--- src/pstg_pkg.sv ---
// Package for the polyphonic square tone generator: widths, codes, link types
// and the elaboration-time note period table. Depends on nothing.
`default_nettype none

package pstg_pkg;

    localparam int CHANNELS_DEF    = 16;
    localparam int NOTES_DEF       = 128;
    localparam int SAMPLE_RATE_DEF = 44100;

    localparam int CHAN_W  = 4;
    localparam int NOTE_W  = 7;
    localparam int VEL_W   = 7;
    localparam int TOTAL_W = 11;
    localparam int PHASE_W = 14;
    localparam int SUM_W   = 16;
    localparam int ACT_W   = 2;
    localparam int IN_W    = 24;

    localparam int FRAC_BITS = 36;
    localparam longint unsigned RATIO_NUM = 64'd105946;
    localparam longint unsigned RATIO_DEN = 64'd100000;
    localparam longint unsigned BASE_HZ   = 64'd440;
    localparam int BASE_NOTE = 69;
    localparam int GAIN      = 10;
    localparam int PHASE_MAX = 16383;

    typedef enum logic [ACT_W-1:0] {
        ACT_NOTE_OFF = 2'd0,
        ACT_NOTE_ON  = 2'd1,
        ACT_TICK     = 2'd2,
        ACT_NONE     = 2'd3
    } act_t;

    typedef enum logic [2:0] {
        ST_CLEAR,
        ST_IDLE,
        ST_NOTE,
        ST_SWEEP,
        ST_EMIT
    } state_t;

    typedef struct packed {
        logic               en;
        logic [NOTE_W-1:0]  note;
        logic [TOTAL_W-1:0] delta;
    } upd_t;

    typedef struct packed {
        logic             tok;
        logic [SUM_W-1:0] sum;
    } link_t;

    function automatic logic [63:0] ratio_pow(input int k);
        logic [63:0] x;
        x = 64'd1 << FRAC_BITS;
        for (int i = 0; i < k; i++) begin
            x = (x * RATIO_NUM + RATIO_DEN / 64'd2) / RATIO_DEN;
        end
        return x;
    endfunction

    function automatic logic [63:0] long_div(input logic [63:0] n, input logic [63:0] d);
        logic [63:0] q;
        logic [63:0] r;
        q = '0;
        r = '0;
        for (int i = 63; i >= 0; i--) begin
            r = {r[62:0], n[i]};
            if (r >= d) begin
                r = r - d;
                q[i] = 1'b1;
            end
        end
        return q;
    endfunction

    function automatic logic [PHASE_W-1:0] period_of(input int rate, input int j);
        int          d;
        logic [63:0] p;
        logic [63:0] r;
        d = j - BASE_NOTE;
        if (d == 0) begin
            p = long_div(64'(rate), BASE_HZ);
        end
        else if (d < 0) begin
            r = ratio_pow(-d);
            p = long_div(64'(rate) * r, BASE_HZ << FRAC_BITS);
        end
        else begin
            r = ratio_pow(d);
            p = long_div(64'(rate) << FRAC_BITS, BASE_HZ * r);
        end
        if (p < 64'd1) begin
            p = 64'd1;
        end
        if (p > 64'(PHASE_MAX)) begin
            p = 64'(PHASE_MAX);
        end
        return p[PHASE_W-1:0];
    endfunction

endpackage

`default_nettype wire

--- src/pstg_cell.sv ---
// One note cell: velocity total and phase counter of one note, adding its
// share to the sample sum as the sweep token passes. Depends on pstg_pkg.
`default_nettype none

module pstg_cell #(
    parameter int INDEX       = 0,
    parameter int SAMPLE_RATE = pstg_pkg::SAMPLE_RATE_DEF
) (
    input  wire logic            clk,
    input  wire logic            rst_n,
    input  wire pstg_pkg::upd_t  upd,
    input  wire pstg_pkg::link_t link_in,
    output pstg_pkg::link_t      link_out
);

    localparam logic [pstg_pkg::PHASE_W-1:0] PERIOD =
        pstg_pkg::period_of(SAMPLE_RATE, INDEX);
    localparam logic [pstg_pkg::PHASE_W-1:0] HALF = PERIOD >> 1;

    logic [pstg_pkg::TOTAL_W-1:0] total_reg;
    logic [pstg_pkg::TOTAL_W-1:0] total_next;
    logic [pstg_pkg::PHASE_W-1:0] phase_reg;
    logic [pstg_pkg::PHASE_W-1:0] phase_next;
    logic [pstg_pkg::PHASE_W-1:0] phase_inc;
    pstg_pkg::link_t              link_reg;
    pstg_pkg::link_t              link_next;

    always_comb begin
        total_next = total_reg;
        if (upd.en && (upd.note == pstg_pkg::NOTE_W'(INDEX))) begin
            total_next = total_reg + upd.delta;
        end

        phase_inc  = phase_reg + 1'b1;
        phase_next = phase_reg;
        link_next  = '0;
        if (link_in.tok) begin
            phase_next = (phase_inc >= PERIOD) ? '0 : phase_inc;
            link_next.tok = 1'b1;
            link_next.sum = link_in.sum;
            if (phase_reg >= HALF) begin
                link_next.sum = link_in.sum + pstg_pkg::SUM_W'(total_reg);
            end
        end
    end

    always_ff @(posedge clk or negedge rst_n) begin
        if (!rst_n) begin
            total_reg <= '0;
            phase_reg <= '0;
            link_reg  <= '0;
        end
        else begin
            total_reg <= total_next;
            phase_reg <= phase_next;
            link_reg  <= link_next;
        end
    end

    assign link_out = link_reg;

endmodule

`default_nettype wire

--- config.mk ---
export PLATFORM = sky130hd
export DESIGN_NAME = pstg_cell
export DESIGN_NICKNAME = d
export VERILOG_FILES = /design/src/pstg_pkg.sv /design/src/pstg_cell.sv
export SDC_FILE = /design/constraint.sdc
export NUM_CORES = 1
export LEC_CHECK = 0
export BUFFER_PORTS_ARGS = -buffer_cell sky130_fd_sc_hd__clkbuf_2
export CORE_UTILIZATION = 46
export CTS_CLUSTER_DIAMETER = 60
export DETAILED_ROUTE_END_ITERATION = 10
export PLACE_DENSITY = 0.71
export SLEW_MARGIN = 20
export SYNTH_ARGS = -nofsm -noshare
export SYNTH_HDL_FRONTEND = slang
export SYNTH_SLANG_ARGS = --single-unit
--- constraint.sdc ---
create_clock -name clk -period 2.2 [get_ports clk]
set_input_delay 0.33 -clock clk [delete_from_list [all_inputs] [get_ports clk]]
set_output_delay 0.33 -clock clk [all_outputs]
set_load 0.005 [all_outputs]
==> results.cfg <==
[setup_path]
critPathKind = flip-flop to flip-flop
cp-end-kind = flip-flop
crit_buf_inv = 0
arrival_ns = 2.38
slowest_stage = dfrtp_2
cpPeakStageDelay_ns = 0.44
path_max_fanout = 3
timing.critical_path.cells = ha_4, nand3_1, a21oi_4, o21ai_2, a2111o_1, or3_1, a21boi_1
worst_setup_path_start_kind = flip-flop
worstPathRequired_ns = 2.43
cpLargestDelayFamily = compound AO/OA/AOI/OAI gates

[power]
clockPowerShare_pct = 14.8
ir_drop_mv = 0.296
power.density_nw_per_um2 = 781
p_switching_uw = 1310
p_leak_uw = 0.00198
p_total_uw = 3270
cell_internal_pwr_uw = 1960
seqPwrFrac_pct = 33.0
pwr-share-comb_pct = 52.2
switching_share_pct = 40.0

[yosys]
avgSynthCellArea_um2 = 8.93
ys_warn_count = 0
netlist_instances = 356
yosys.area.top_type = dfrtp_1
yosysSeqAreaShare_pct = 33.0
synth.area.top_cells = dfrtp_1 (33%), ha_1 (9.0%), nand2_1 (4.1%)
async_reset_ff_share_pct = 100
synth_top_area_share_pct = 33.0
netlist_area_um2 = 3180
yosysUniqueCellTypes = 64
ys_ff_latch = 42
synth_ff_type = dfrtp_1
synth_edf_count = 0
syn_nets = 419

[cells_and_area]
largest_reg_flops = 17
layout-drive-gt1-share_pct = 35.9
layout_common_cells = clkbuf_2 (54), buf_4 (50), dfrtp_1 (39)
syn_to_final_growth_pct = 31.5
insertedDiodeCount = 0
fillers = 553
fin_util_pct = 64.4
final_common_cell = clkbuf_2
layout.nets = 514
final_cells = 528

[routing]
vias_per_cell = 5.80
ant_nets = 0
wirelength_um = 8120
drt_iter0_drc = 193
drt_pass1_iterations = 5
route.detailed.drc = 0
via_count = 3065
wl_per_cell_um = 15.4

[sta]
finalCritPeriodShare_pct = 97.9
finalSetupViolCount = 0
drv_slew = 0
relSlewSlack_pct = 59.5
whs_ns = 0.0000275
fin_crit_ns = 2.15
finalHoldViolCount = 0
rsz0062_at_grt = true
clock.fmax_ghz = 0.464
worst_pin_slew_ns = 0.608
fin_skew_ns = 0.00749

[floorplanning]
die_y_um = 85.2
ios = 55
placementRows = 29
core-area_um2 = 6490
start_util_pct = 49.0
die-area_um2 = 7250
die_w_um = 85.2

[global_route]
grt_max_degree = 32
grt_pass1_vias = 3000
track_usage_pct = 23.3
antenna_found_initial = 0
grt_pass1_wl_um = 13600
gr-total-overflow = 0

[clock_tree]
clock-sinks = 42
cts_tree = built
htreeDepth = 2
cts_buffer_depth = 2
numCtsBuffers = 5
root_buffer = clkbuf_8
clk_pin_slew_ns = 0.08
clock_latency_ns = 0.30
cts.hold.buffers_added = 0

[worst_hold_path]
hold_path.class = input pin to asynchronous set/reset pin

[place]
gp_congestion = 0.968
placed_cells = 516
hpwlAfterDp_um = 6070
portBuffers = 54

[job]
cap_violations = 0

[status]
outcome = completed
[final timing paths]
kind | from | end | slack, ns | depth (start not counted)
worst max-delay path | total_reg[4]$_DFFE_PN0P_ | link_out[15]$_DFF_PN0_ | 0.05 | 7
worst min-delay path | rst_n | phase_reg[4]$_DFFE_PN0P_ | 0.00003 | 2
worst max register to register | total_reg[4]$_DFFE_PN0P_ | link_out[15]$_DFF_PN0_ | 0.05 | 7
worst min register to register | total_reg[10]$_DFFE_PN0P_ | total_reg[10]$_DFFE_PN0P_ | 0.54 | 1
max in group asynchronous | rst_n | total_reg[4]$_DFFE_PN0P_ | 1.93 | 2
min in group clk | link_in[0] | link_out[0]$_DFF_PN0_ | 0.27 | 3
[layout make-up]
type / count / area, um2 / area share, %
repair buffers: 107 / 688 / 16.5
clock buffers: 5 / 68.8 / 1.65
flip-flops and latches: 42 / 1050 / 25.2
inverters: 20 / 75.1 / 1.79
multi-input cells: 275 / 2190 / 52.3
clock inverters: 2 / 10.0 / 0.239
well taps: 77 / 96.3 / 2.30
[power groups by stage]
stage / Clock, uW / Sequential (uW) / Combinational, uW
after floorplan: 0 / 1020 / 1010
after global placement: 0 / 1080 / 1490
after detailed placement: 0 / 1080 / 1530
after CTS: 494 / 1070 / 1570
after global routing: 532 / 1100 / 1870
final: 482 / 1080 / 1710
[metrics by stage]
stage          area, um2  setup TNS (ns)  worst slack (ns)
2_1_floorplan       3180               0            0.0113
3_3_place_gp        3830         -0.0369           -0.0176
3_5_place_dp        3830          -0.247           -0.0873
4_1_cts             3990               0           0.00574
5_1_grt             4180          -0.154           -0.0591
6_report            4180               0            0.0470
[synth_stat cells (5+ instances only)]
cell type / instances
dfrtp_1: 42
nand2_1: 35
ha_1: 23
o21ai_0: 22
inv_1: 20
a21oi_1: 16
nor2_1: 14
nand3_1: 13
clkbuf_1: 11
and2_1: 9
nor3_1: 9
xor2_1: 9
and3_1: 8
xnor2_1: 8
buf_2: 6
nand2b_1: 6
nand4_1: 6
o2111ai_1: 6
mux2i_1: 5
o221ai_1: 5
o31ai_1: 5
[cells by family after synthesis]
group / synth area share, %
fa+ha+maj: 10.3
compound gates: 24.7
buf+inv: 5.07
xor+xnor: 5.19
mux: 1.93
simple gates: 19.7
flops: 33.0
[worst reg2reg max path: cells and delay by family, from the launching register on]
kind / cells / cell delay (ns)
compound gates: 4 / 0.84
flops: 1 / 0.44
simple gates: 2 / 0.52
fa+ha+maj: 1 / 0.28
[timing repair]
action                     in CTS  in global routing
gates resized for setup        11                 36
pin swaps                       4                 11
gates cloned                    0                  0
setup endpoints to repair       5                 22
buffers inserted                0                  5
[routing by layer]
| layer | wire [um] | track usage [%] | part of all wire, % |
|---|---|---|---|
| met2 | 4150 | 40.8 | 51 |
| met5 | 0 | 0 | 0 |
| met4 | 110 | 9.86 | 1.4 |
| met3 | 394 | 3.40 | 4.9 |
| met1 | 3460 | 28.6 | 43 |
(Power assumes the default switching activity.)
