## config.mk

```make
export PLATFORM = sky130hd
export DESIGN_NAME = pstg_ram
export DESIGN_NICKNAME = d
export VERILOG_FILES = /design/src/pstg_ram.sv
export SDC_FILE = /design/constraint.sdc
export NUM_CORES = 1
export LEC_CHECK = 0
export ABC_AREA = 1
export BUFFER_PORTS_ARGS = -buffer_cell sky130_fd_sc_hd__buf_2
export CAP_MARGIN = 10
export CORE_UTILIZATION = 56
export CTS_BUF_LIST = sky130_fd_sc_hd__clkbuf_4 sky130_fd_sc_hd__clkbuf_8 sky130_fd_sc_hd__clkbuf_16
export CTS_CLUSTER_SIZE = 30
export DETAILED_ROUTE_END_ITERATION = 7
export GPL_TIMING_DRIVEN = 0
export PLACE_DENSITY_LB_ADDON = 0.12
export SYNTH_ARGS = -nofsm -noshare
export SYNTH_HDL_FRONTEND = slang
export SYNTH_SLANG_ARGS = --single-unit
```

## constraint.sdc

```tcl
create_clock -name clk -period 1.5 [get_ports clk]
set_clock_uncertainty 0.1 [all_clocks]
set_input_delay 0.15 -clock clk [delete_from_list [all_inputs] [get_ports clk]]
set_output_delay 0.15 -clock clk [all_outputs]
set_load 0.005 [all_outputs]
```

## src/pstg_ram.sv

```systemverilog
// Generic single-write, single-read RAM with registered read data.
// Depends on nothing.
`default_nettype none

module pstg_ram #(
    parameter int WIDTH = 8,
    parameter int DEPTH = 16,
    localparam int AW = (DEPTH > 1) ? $clog2(DEPTH) : 1
) (
    input  wire logic             clk,
    input  wire logic             we,
    input  wire logic [AW-1:0]    waddr,
    input  wire logic [WIDTH-1:0] wdata,
    input  wire logic [AW-1:0]    raddr,
    output logic      [WIDTH-1:0] rdata
);

    logic [WIDTH-1:0] mem [DEPTH];

    always_ff @(posedge clk) begin
        if (we) begin
            mem[waddr] <= wdata;
        end
        rdata <= mem[raddr];
    end

endmodule

`default_nettype wire

```

==> results of run 1 <==
==> per-stage QoR <==
step	TNS, ns	area (sq um)	hold WS [ns]	power [mW]
2_1_floorplan	0	5770	0.149	4.65
3_3_place_gp	-12.59	6040	0.427	4.87
3_5_place_dp	-14.48	6040	0.426	4.88
4_1_cts	0	6700	0.118	8.63
5_1_grt	0	6700	0.160	8.85
6_report	0	6700	0.131	8.63
==> cells in the mapped netlist <==
library cell	count	share of area
dfxtp_1	8	0.028
nand3_1	97	0.084
buf_6	6	0.012
buf_1	1	0.00065
nor2_1	17	0.011
inv_1	100	0.065
buf_4	4	0.0052
nand2_1	173	0.11
nand3b_1	2	0.0026
inv_2	2	0.0013
buf_2	13	0.011
edfxtp_1	128	0.67
==> sequential cells by signal, summed over array words and instances (netlist names) <==
register / flops
rdata: 8
mem: 128
==> report_power, final <==
part / total [mW] / switching (mW) / internal (mW)
clock: 3.79 / 1.60 / 2.19
combinational: 0.570 / 0.388 / 0.181
sequential: 4.27 / 0.0208 / 4.25
==> logic make-up after synthesis <==
| logic type | after synthesis | synth area share |
|---|---|---|
| buffers and inverters | 126 | 0.0952 |
| flip-flops | 136 | 0.694 |
| AND/OR/NAND/NOR | 289 | 0.210 |
==> how the worst max path moves through the flow <==
stage          depth (start not counted)  startpoint                    to  slack, ns
2_1_floorplan                          2    waddr[2]  mem[10][0]$_DFFE_PP_       0.30
3_3_place_gp                           3    waddr[3]   mem[4][3]$_DFFE_PP_      -0.25
3_5_place_dp                           3    waddr[3]   mem[5][3]$_DFFE_PP_      -0.29
4_1_cts                                7    raddr[2]      rdata[5]$_DFF_P_       0.17
5_1_grt                                7    raddr[2]      rdata[5]$_DFF_P_       0.09
6_report                               7    raddr[2]      rdata[5]$_DFF_P_       0.14
==> timing repair <==
item / CTS / global route
setup buffers: 0 / 0
hold endpoints to repair: 135 / 0
hold buffers: 11 / 0
==> worst max-delay path, cell delays in order <==
cell and delay, ns:
dlygate4sd3_1 0.53, buf_2 0.18, inv_1 0.24, buf_4 0.24, nand3_1 0.12, nand3_1 0.11, nand2_1 0.10
==> metal layers <==
| layer | routed length [um] | vias up | track usage |
|---|---|---|---|
| li1 | - | 1871 | - |
| met2 | 6280 | 183 | 0.441 |
| met4 | 360 | 0 | 0.133 |
| met5 | 0 | - | 0 |
| met1 | 5860 | 1852 | 0.392 |
| met3 | 1110 | 27 | 0.0585 |
==> final cells by class <==
class | instances | area, sq um | share of cell area
flip-flops and latches | 136 | 4000 | 0.598
multi-input cells | 289 | 1210 | 0.181
clock buffers | 17 | 414 | 0.0618
inverters | 102 | 383 | 0.0572
repair buffers | 33 | 220 | 0.0329
plain buffers | 24 | 166 | 0.0248
well taps | 133 | 166 | 0.0248
clock inverters | 15 | 130 | 0.0194
==> flow_summary.toml, run 1 <==
[run_status]
status = "completed"

[sta]
setup_violations = 0
slew_headroom = 0.316
rsz0062_at_grt = "no"
period_minus_slack_ns = 1.36
slew_viol_final = 0
fmax_mhz = 734
fin_ws_ns = 0.137
min_period_over_period = 0.908
worst_pin_slew_ns = 1.02
finalHoldViolCount = 0

[floorplanning]
rows = 36
dieArea_sq_um = 10700
core_sq_um = 9860
io_pins = 26
dieHeight_um = 103
die_x_um = 103
start_util = 0.585

[placed_design]
gp_congestion = 0.885
place_ws_ns = -0.286
io_buffer_count = 22
placed_cells = 706
hpwl_mm = 8.75

[worst_setup_path]
rrSetupSlack_ns = 0.35
criticalPathCategory = "in2reg"
timing.rr.end = "rdata[3]$_DFF_P_"
rr_startpoint = "mem[14][3]$_DFFE_PP_"
cp.arrival_ns = 1.67
crit_fanout = 10
crit_path_start_kind = "input pin"
crit_path_end_kind = "register"
r2r_cells = 6
worstPathRequired_ns = 1.81

[global_route]
grt_pass1_vias = 3766
overflow = 0
grt_max_degree = 17
track_usage = 0.285
grt_pass1_wl_mm = 20.8
antenna_found_initial = 0

[finish]
final_nets = 621
fill_cells = 734
syn2layout_area_growth_pct = 16.1
fin_util = 0.679
diodes = 0
final_common_cell = "nand2_1"
drive_above_1_share = 0.127
final_cells = 749
final_cell_mix = "173 x nand2_1, 128 x edfxtp_1, 100 x inv_1"

[worst_hold_path]
worstHoldStart = "waddr[1]"
hp-class = "in2reg"
hold_depth = 3
hold-path-endpoint = "mem[2][7]$_DFFE_PP_"

[clocking]
path_clk_slew_ns = 0.06
cts_max_level = 4
numCtsBuffers = 17
clk_latency_ns = 0.54
cts-resized-gates = 0
clock-root-buffer = "clkbuf_8"
cts_buffer_depth = 2
clock-sinks = 136
cts_tree = "built"

[pwr]
ir_drop_v = 0.000781
p_per_area_nw_per_um2 = 1290
p_leak_nw = 2.91

[routing]
drcViolationCount = 0
vias = 3933
routed_wl_mm = 13.6
viasPerCell = 5.25
dr.pass1.iters = 5
avgRoutedWirePerCell_um = 18.2
drt-initial-drc-count = 416
drtAntennaViolNets = 0

[synth]
synth_seq_area_share = 0.694
yosysWarnings = 0
syn_avg_cell_area_sq_um = 10.5
ys_seq_elements = 136
synthesis.nets = 569
syn_area_sq_um = 5770
syn_inst = 551
ys_types = 12

[flow_run]
cap_viol_max_count = 0
Note: power is estimated with default switching activity, not from simulation.
==> run 2: changes to the inputs <==
- CORE_ASPECT_RATIO: default -> 1.4
==> flow_summary.toml, run 2 (synthesis gave the netlist of run 1 again) <==
[run_status]
status = "completed"

[worst_setup_path]
crit_family = "simple AND/OR/NAND/NOR gates"
crit_fanout = 8
path_buf_inv = 1
critPathMaxStageDelay_ns = 0.75
slowest_stage = "nor2_1"
crit_path_start_kind = "input pin"
cp_cell_sequence = "buf_2 -> nand3b_1 -> nor2_1"
crit_path_end_kind = "register"
cp.arrival_ns = 1.26
worstPathRequired_ns = 1.44
criticalPathCategory = "in2reg"

[clocking]
clk_latency_ns = 0.42
cts_max_level = 4
path_clk_slew_ns = 0.06
cts-resized-gates = 0
clock-root-buffer = "clkbuf_16"
cts_setup_buffers = 0
cts_hold_buf = 0
cts_tree = "built"
numCtsBuffers = 17
cts_buffer_depth = 2
clock-sinks = 136

[finish]
drive_above_1_share = 0.127
syn2layout_area_growth_pct = 14.9
largest-register = "mem"
reg_top3 = "mem x128, rdata x8"
fill_cells = 781
final_cells = 740
fin_util = 0.666
finalInstanceArea_sq_um = 6630
final_nets = 610
final_cell_mix = "173 x nand2_1, 128 x edfxtp_1, 100 x inv_1"
largest_reg_flops = 128
diodes = 0
final_common_cell = "nand2_1"

[global_route]
grt_pass1_wl_mm = 20.2
track_usage = 0.271
use_met2 = 0.412
antenna_found_initial = 0
busiest_layer = "met2"
gr-usage-met1 = 0.366
grt_pass1_vias = 3642
grt_max_degree = 17
overflow = 0
use_met3 = 0.0650

[placed_design]
gp_congestion = 0.857
io_buffer_count = 22
placed_cells = 708
place_area_sq_um = 6050
hpwl_mm = 8.56

[floorplanning]
die_x_um = 87.8
rows = 43
dieHeight_um = 122
dieArea_sq_um = 10700
start_util = 0.579
io_pins = 26
core_sq_um = 9950

[sta]
rsz0062_at_grt = "no"
min_period_over_period = 0.879
slew_headroom = 0.321
fmax_mhz = 759
slew_viol_final = 0
worst_pin_slew_ns = 1.02
finalHoldViolCount = 0
period_minus_slack_ns = 1.32
setup_violations = 0

[routing]
routed_wl_mm = 12.9
dr.pass1.iters = 5
avgRoutedWirePerCell_um = 17.5
drtAntennaViolNets = 0
vias = 3841
drcViolationCount = 0
drt-initial-drc-count = 378
viasPerCell = 5.19

[pwr]
p_per_area_nw_per_um2 = 1330
ir_drop_v = 0.000971
p_leak_nw = 2.88

[flow_run]
cap_viol_max_count = 0

[worst_hold_path]
hp-class = "in2reg"
## run 2: changes by cell type in the layout (fill, tap and decap cells not counted), sizes merged
cell	change
dlygate4sd3	-11
bufinv	+1
clkinv	+1
clkinvlp	-1
inv	-1
## run 2: path summary, 6_finish.rpt
kind | slack, ns | end | start | cells past startpoint
setup / recovery | 0.18 | mem[4][1]$_DFFE_PP_ | waddr[3] | 3
hold / removal | 0.05 | mem[15][4]$_DFFE_PP_ | wdata[4] | 1
setup reg to reg | 0.38 | rdata[0]$_DFF_P_ | mem[0][0]$_DFFE_PP_ | 6
hold reg to reg | 0.60 | rdata[5]$_DFF_P_ | mem[13][5]$_DFFE_PP_ | 6
## run 2: per-stage QoR
| step | setup TNS [ns] | hold WS (ns) | total power, mW | worst slack, ns |
|---|---|---|---|---|
| 6_report | 0 | 0.0483 | 8.81 | 0.182 |
| 5_1_grt | 0 | 0.0478 | 9.07 | 0.175 |
| 4_1_cts | 0 | 0.0335 | 8.85 | 0.194 |
| 3_5_place_dp | -14.40 | 0.425 | 4.88 | -0.250 |
| 3_3_place_gp | -12.34 | 0.425 | 4.87 | -0.214 |
| 2_1_floorplan | 0 | 0.149 | 4.65 | 0.299 |
## run 2: where the power goes
part	internal, mW	switching [mW]	total, mW	leakage, nW
combinational	0.163	0.377	0.539	1.39
sequential	4.25	0.0196	4.27	1.22
clock	2.44	1.57	4.01	0.271
total	6.85	1.96	8.81	2.88
## run 2: routing by layer
| metal | share of wire | vias to the layer above |
|---|---|---|
| li1 | - | 1855 |
| met1 | 0.42 | 1777 |
| met2 | 0.47 | 178 |
| met3 | 0.075 | 31 |
| met4 | 0.036 | 0 |
| met5 | 0 | - |
## run 2: layout make-up
cell class              instances  area, sq um  area share
well taps                     135          169      0.0255
repair buffers                 22          110      0.0166
inverters                     102          383      0.0578
clock inverters                15          155      0.0234
clock buffers                  17          425      0.0642
flip-flops and latches        136         4000       0.604
multi-input cells             289         1210       0.183
plain buffers                  24          166      0.0251
==> run 3: changes to the inputs <==
- CORE_UTILIZATION: 56 -> 58
==> flow_summary.toml, run 3 (synthesis gave the netlist of run 1 again) <==
[floorplanning]
core_sq_um = 9560
io_pins = 26
rows = 42
start_util = 0.603
die_x_um = 86.3
dieArea_sq_um = 10400
dieHeight_um = 120

[finish]
fill_cells = 741
final_nets = 610
largest-register = "mem"
syn2layout_area_growth_pct = 16.1
drive_above_1_share = 0.131
finalInstanceArea_sq_um = 6690
diodes = 0
final_cell_mix = "173 x nand2_1, 128 x edfxtp_1, 100 x inv_1"
reg_top3 = "mem x128, rdata x8"
final_common_cell = "nand2_1"
largest_reg_flops = 128

[routing]
drcViolationCount = 0
avgRoutedWirePerCell_um = 18.1
vias = 3933
drt-initial-drc-count = 421
routed_wl_mm = 13.3
drtAntennaViolNets = 0
viasPerCell = 5.34
dr.pass1.iters = 5

[worst_setup_path]
crit_path_end_kind = "register"
rr_startpoint = "mem[6][0]$_DFFE_PP_"
crit_path_start_kind = "input pin"
worstPathRequired_ns = 1.44
cp.arrival_ns = 1.26
timing.rr.end = "rdata[0]$_DFF_P_"
r2r_cells = 6
crit_fanout = 8
criticalPathCategory = "in2reg"
rrSetupSlack_ns = 0.38

[global_route]
overflow = 0
grt_pass1_vias = 3694
grt_pass1_wl_mm = 20.2
track_usage = 0.279
antenna_found_initial = 0
grt_max_degree = 17

[placed_design]
place_area_sq_um = 6040
io_buffer_count = 22
hpwl_mm = 8.76
gp_congestion = 0.838

[clocking]
cts_hold_buf = 0
cts_max_level = 4
cts-resized-gates = 0
numCtsBuffers = 17
path_clk_slew_ns = 0.06
clock-sinks = 136
cts_buffer_depth = 2
clk_latency_ns = 0.42
cts_tree = "built"
clock-root-buffer = "clkbuf_16"
cts_setup_buffers = 0

[sta]
slew_headroom = 0.390
rsz0062_at_grt = "no"
slew_viol_final = 0
worst_hold_slack_ns = 0.0523
fmax_mhz = 758
worst_pin_slew_ns = 0.911
period_minus_slack_ns = 1.32
min_period_over_period = 0.880
finalHoldViolCount = 0
setup_violations = 0

[worst_hold_path]
worstHoldStart = "wdata[5]"
hold-path-endpoint = "mem[12][5]$_DFFE_PP_"
hold_depth = 1
hp-class = "in2reg"

[pwr]
clock_power_share = 0.484
sequentialPowerShare = 0.458
switchingPower_mw = 1.89
p_per_area_nw_per_um2 = 1390
pwr-share-comb = 0.058
swShare = 0.202
ir_drop_v = 0.000900
p_leak_nw = 2.93
internal-power_mw = 7.44

[run_status]
status = "completed"

[flow_run]
cap_viol_max_count = 0
run 3: changes by cell type in the layout (fill, tap and decap cells not counted), sizes merged:
cell | previous run | this run
bufinv | 2 | 4
clkbuf | 17 | 25
clkinv | 8 | 1
clkinvlp | 4 | 2
inv | 103 | 102
run 3: critical path, cell delays in order:
cell and delay, ns:
buf_2 0.12, nand3b_1 0.25, nor2_1 0.74
run 3: metrics by stage:
| stage | cells | setup TNS (ns) | worst slack (ns) | util | power (mW) |
|---|---|---|---|---|---|
| after floorplan | 551 | 0 | 0.299 | - | 4.65 |
| after global placement | 705 | -9.12 | -0.168 | 0.632 | 4.87 |
| after detailed placement | 705 | -13.40 | -0.306 | 0.632 | 4.88 |
| after CTS | 737 | 0 | 0.158 | 0.700 | 9.34 |
| after global routing | 737 | 0 | 0.170 | 0.700 | 9.54 |
| final | 737 | 0 | 0.180 | 0.700 | 9.33 |
run 3: layout make-up:
cell class,instances,area (sq um),share of cell area
plain buffers,24,166,0.0249
clock buffers,25,510,0.0763
clock inverters,7,140,0.0209
inverters,102,383,0.0572
multi-input cells,289,1210,0.181
flip-flops and latches,136,4000,0.598
well taps,132,165,0.0247
repair buffers,22,110,0.0165
run 3: worst max-delay path by stage:
stage	start	end	slack (ns)	cells past startpoint
floorplan	waddr[2]	mem[10][0]$_DFFE_PP_	0.30	2
global placement	waddr[3]	mem[4][4]$_DFFE_PP_	-0.17	3
detailed placement	waddr[3]	mem[4][1]$_DFFE_PP_	-0.31	3
CTS	waddr[3]	mem[4][7]$_DFFE_PP_	0.16	3
global route	waddr[3]	mem[4][4]$_DFFE_PP_	0.17	3
finish	waddr[3]	mem[4][4]$_DFFE_PP_	0.18	3
run 3: routing by layer:
layer / global-route usage / part of all wire
met1: 0.374 / 0.43
met5: 0 / 0
met2: 0.446 / 0.49
met3: 0.0591 / 0.060
met4: 0.110 / 0.020
run 3: power groups by stage:
| stage | clock network (mW) | registers, mW | logic (mW) |
|---|---|---|---|
| floorplan | 0 | 4.35 | 0.300 |
| global placement | 0 | 4.34 | 0.525 |
| detailed placement | 0 | 4.35 | 0.536 |
| CTS | 4.53 | 4.27 | 0.541 |
| global route | 4.67 | 4.28 | 0.593 |
| finish | 4.51 | 4.27 | 0.544 |
